**config.mk**
```make
export PLATFORM = sky130hd
export DESIGN_NAME = arp_span
export DESIGN_NICKNAME = d
export VERILOG_FILES = /design/src/arp_pkg.sv /design/src/arp_span.sv
export SDC_FILE = /design/constraint.sdc
export NUM_CORES = 1
export LEC_CHECK = 0
export ABC_CLOCK_PERIOD_IN_PS = 6400
export BUFFER_PORTS_ARGS = -buffer_cell sky130_fd_sc_hd__buf_2
export CAP_MARGIN = 15
export CORE_MARGIN = 2
export CORE_UTILIZATION = 35
export DETAILED_ROUTE_END_ITERATION = 10
export PLACE_DENSITY = 0.72
export SYNTH_ARGS = -nofsm -noshare
export SYNTH_HDL_FRONTEND = slang
export SYNTH_SLANG_ARGS = --single-unit
```
**constraint.sdc**
```tcl
create_clock -name vclk -period 6.4
set_input_delay 1.28 -clock vclk [all_inputs]
set_output_delay 1.28 -clock vclk [all_outputs]
set_load 0.05 [all_outputs]
```
**src/arp_pkg.sv**
```systemverilog
`default_nettype none

package arp_pkg;

  // coordinate width of the block, sizes are one bit narrower
  localparam int unsigned COORD_BITS = 16;
  localparam int unsigned SIZE_BITS  = COORD_BITS - 1;
  // internal sums: room for a coordinate plus three sizes
  localparam int unsigned WIDE_BITS  = COORD_BITS + 2;
  localparam int unsigned AREA_BITS  = 2 * SIZE_BITS;

  typedef logic signed [COORD_BITS-1:0] coord_t;
  typedef logic        [SIZE_BITS-1:0]  size_t;
  typedef logic signed [WIDE_BITS-1:0]  wide_t;
  typedef logic        [AREA_BITS-1:0]  ovl_t;

  // configuration register indexes
  localparam int unsigned CFG_IDX_BITS = 3;
  typedef logic [CFG_IDX_BITS-1:0] cfg_idx_t;
  localparam cfg_idx_t REG_AREA_LEFT   = 3'd0;
  localparam cfg_idx_t REG_AREA_TOP    = 3'd1;
  localparam cfg_idx_t REG_AREA_WIDTH  = 3'd2;
  localparam cfg_idx_t REG_AREA_HEIGHT = 3'd3;
  localparam cfg_idx_t REG_SPACING     = 3'd4;

  localparam size_t AREA_WIDTH_RST  = SIZE_BITS'(1920);
  localparam size_t AREA_HEIGHT_RST = SIZE_BITS'(1080);

  // placement side, also the priority order of the candidates
  typedef enum logic [1:0] {
    SIDE_RIGHT = 2'd0,
    SIDE_LEFT  = 2'd1,
    SIDE_BELOW = 2'd2,
    SIDE_ABOVE = 2'd3
  } side_e;

  localparam int unsigned N_SIDES = 4;

  // one axis of a candidate against the area
  typedef struct packed {
    logic  enclosed;
    size_t len;
  } span_t;

  // follower size and clamp limits carried along the pipeline
  typedef struct packed {
    size_t w;
    size_t h;
    wide_t xhi;
    wide_t yhi;
  } geom_t;

  typedef wide_t pos4_t [N_SIDES];

  function automatic wide_t clamp_w(input wide_t v, input wide_t lo, input wide_t hi);
    wide_t r;
    if (v < lo) begin
      r = lo;
    end else if (v > hi) begin
      r = hi;
    end else begin
      r = v;
    end
    return r;
  endfunction

endpackage

`default_nettype wire

```
**src/arp_span.sv**
```systemverilog
`default_nettype none

module arp_span (
  input  wire arp_pkg::wide_t lo_i,
  input  wire arp_pkg::wide_t hi_i,
  input  wire arp_pkg::wide_t area_lo_i,
  input  wire arp_pkg::wide_t area_hi_i,
  output arp_pkg::span_t      span_o
);
  import arp_pkg::*;

  wide_t lo_max;
  wide_t hi_min;
  wide_t diff;

  // intersection of [lo, hi) with the area on this axis
  always_comb begin
    lo_max = (lo_i > area_lo_i) ? lo_i : area_lo_i;
    hi_min = (hi_i < area_hi_i) ? hi_i : area_hi_i;
    diff   = hi_min - lo_max;
    span_o.enclosed = (lo_i >= area_lo_i) && (hi_i <= area_hi_i);
    span_o.len      = diff[WIDE_BITS-1] ? '0 : diff[SIZE_BITS-1:0];
  end

endmodule

`default_nettype wire

```
## After elaboration in Yosys (flattened, before gate mapping)

Index checks and enable logic that the tools add are counted.

| word-level totals | value |
|---|---|
| output and inout bits | 16 |
| input port bits | 72 |
| register bits after elaboration | 0 |
| logic and storage cells | 9 |

| operators by class | value |
|---|---|
| multiplexer cells | 3 |
| add/subtract/negate cells | 1 |
| reductions and logical operators | 1 |
| magnitude comparators | 4 |

Operator list:

| operator | count |
|---|---|
| 18-bit two-way mux | 2 |
| 18-bit greater-or-equal comparator | 1 |
| 18-bit greater-than comparator | 1 |
| 18-bit less-or-equal comparator | 1 |
| 18-bit < comparator | 1 |
| 18-bit subtractor | 1 |
| 15-bit two-way mux | 1 |
| 1-bit logical AND | 1 |

## Depth between registers and ports, before layout

| depth | value |
|---|---|
| word-level depth | 4 |
| gate-level depth with buffers | 22 |
| depth with buffers taken out | 20 |

## Worst setup path after synthesis

OpenSTA, ideal clock, no wires.

| timing path | value |
|---|---|
| path type | input to output |
| start point | input area_hi_i[5] |
| end point | output span_o[0] (netlist name) |
| data arrival time | 5.763 ns |
| stages on the path | 19 |
| setup slack | -0.643 ns |
| buffers on the path | 1 |
| path through | inv_1 > ha_1 > a21oi_2 > o21ai_1 > a2111o_1 > a21oi_1 > mux2i_1 > clkbuf_1 > nand2_1 > o21ai_0 > ha_1 > nor2b_1 > o2111a_1 > o31ai_1 > a21oi_1 > o22ai_1 > or4_1 > and4_4 > nor2b_1 |

RTL lines:

| element | line | RTL |
|---|---|---|
| start: declaration | arp_span.sv:7 | `input wire arp_pkg::wide_t area_hi_i,` |
| end: declaration | arp_span.sv:8 | `output arp_pkg::span_t span_o` |

==> metrics.yaml <==
outcome: "complete, but fails checks"
violations: "setup timing"
path_delay_family: "compound AO/OA/AOI/OAI gates"
num_vias: 2999
fin_util: 0.653
synth_top_cells_by_count: "ha_1, inv_1, nand2_1"
seqCellArea_um2: 0
critical_path_buf_inv_count: 5
syn_area_um2: 2290
syn_inst: 311
place.gp.congestion: 0.900
crit_chain: "buf_8 -> inv_4 -> ha_4 -> and4_4 -> and4bb_4 -> a221oi_4 -> o221ai_2 -> xor2_1 -> nor2b_2 -> buf_4 -> mux2i_1 -> ha_1 -> a21o_1 -> a21oi_2 -> o21ai_1 -> a211o_1 -> o22ai_2 -> buf_4 -> nand4_1 -> and4_4 -> and2_4 -> buf_8"
synth_nets: 437
die_y_um: 85.0
flops_and_latches: 0
n_fill_cell: 488
ys_seq_area_frac: 0
design_area_um2: 4150
synth_top_area_frac: 0.289
start_util: 0.361
io_buffers: 88
first_iter_violations: 113
syn_avg_cell_area_um2: 7.37
finalSetupViolCount: 15
fin_crit_ns: 6.71
antenna_found_initial: 0
grt_pass1_wl_mm: 13.9
yosys_warnings: 0
grt_overflow: 0
drive_above_1_share: 0.555
relSlewSlack: 0.749
n_antenna_cell: 0
required_ns: 5.12
drt_pass1_iterations: 4
critPathKind: "in -> out"
max_stage_delay_ns: 0.33
rsz0062_at_grt: "true"
setup_slack_ns: -0.311
dp_hpwl_mm: 6.07
grt_util_all_layers: 0.229
grt_max_degree: 15
viasPerCell: 5.44
core_area_um2: 6350
io_pins: 88
startpoint_type: "primary input"
hold_viol: 0
worstPathArrival_ns: 5.43
hold_path.class: "in -> out"
post_dp_cell_area_um2: 3380
cpMaxStageDelayCell: "a221oi_4"
nClkBuffers: 0
wl_per_cell_um: 15.3
end_kind: "output port"
fin_crit_sh: 1.05
die_area_um2: 7220
drc_errors: 0
leakage_nw: 2.09
antenna_left: 0
die_w_um: 85.0
slew_violations: 0
ir_worst_vdd_v: 0.000309
yosysTopAreaCell: "ha_1"
cellPowerDensity_nw_per_um2: 272
yosysUniqueCellTypes: 57
synth_most_common_cell: "ha_1"
nets: 602
timing.fmax_mhz: 149
syn_to_final_growth_pct: 80.9
synth_area_leaders: "ha_1, mux2i_1, inv_1"
rows: 29
drv_cap: 0
setup_tns_ns: -4.48
worstMarginPinSlew_ns: 0.372
drt_wl_total_mm: 8.44
grt_pass1_vias: 3161
crit_fanout: 8
==> worst paths after layout <==
kind / slack [ns] / end / from / depth (start not counted)
hold / removal: 3.11 / span_o[0] / lo_i[0] / 5
setup / recovery: -0.31 / span_o[7] / area_lo_i[8] / 22
==> repair_timing <==
item,4_1_cts,5_1_grt
cloned,1,0
pin swaps,33,15
resized for setup,106,23
endpoints found under the setup margin,15,15
hold buffers,0,0
setup buffers,18,3
==> per-stage QoR <==
step	total power, mW	hold WS (ns)	instances	setup slack [ns]
5_1_grt	1.20	3.12	551	-0.439
3_5_place_dp	0.866	3.16	530	-0.545
2_1_floorplan	0.627	2.89	311	0.000308
6_report	1.13	3.11	551	-0.311
3_3_place_gp	0.853	3.16	530	-0.467
4_1_cts	1.07	3.11	549	-0.215
==> routing by layer <==
layer / vias to the layer above / global-route usage / share of wire
li1: 1473 / - / -
met1: 1409 / 0.270 / 0.40
met2: 99 / 0.441 / 0.52
met3: 18 / 0.0136 / 0.051
met4: 0 / 0.0649 / 0.027
met5: - / 0 / 0
==> cell usage in the layout, fill, tap and decap left out, types with 5 or more instances in the layout <==
cell and instances:
xor2_1 6, xnor2_1 6, a21o_1 10, nor2_1 7, buf_4 75, buf_8 10
ha_1 29, ha_4 23, and2_4 12, nand4_1 5, buf_6 16, inv_1 27
a21oi_2 8, mux2i_1 15, buf_2 66, inv_2 14, a21oi_1 13, o21ai_0 21
nand2_1 27
==> power breakdown <==
| group | internal (mW) | switching (mW) |
|---|---|---|
| logic | 0.547 | 0.583 |
| clock network | 0 | 0 |
| registers | 0 | 0 |
==> area by class of cell <==
| type | count | area, µm² | area share |
|---|---|---|---|
| Inverter | 44 | 173 | 0.0416 |
| Multi-Input combinational cell | 261 | 2620 | 0.630 |
| Tap cell | 77 | 96.3 | 0.0232 |
| Timing Repair Buffer | 169 | 1260 | 0.305 |
==> worst min-delay path, stage by stage <==
cell,delay [ns]
buf_2,0.09
mux2_4,0.15
ha_4,0.14
nor2b_4,0.03
buf_6,0.14
==> logic make-up (layout without fill, tap and decap cells) <==
group,count (synthesis),after routing,synth area share
AO/OA/AOI/OAI,90,90,0.265
XOR/XNOR,12,12,0.0458
adder cells (fa/ha/maj),54,54,0.298
buffers and inverters,51,213,0.0911
multiplexers,20,20,0.0878
AND/OR/NAND/NOR,84,85,0.213
(Power assumes the default switching activity.)
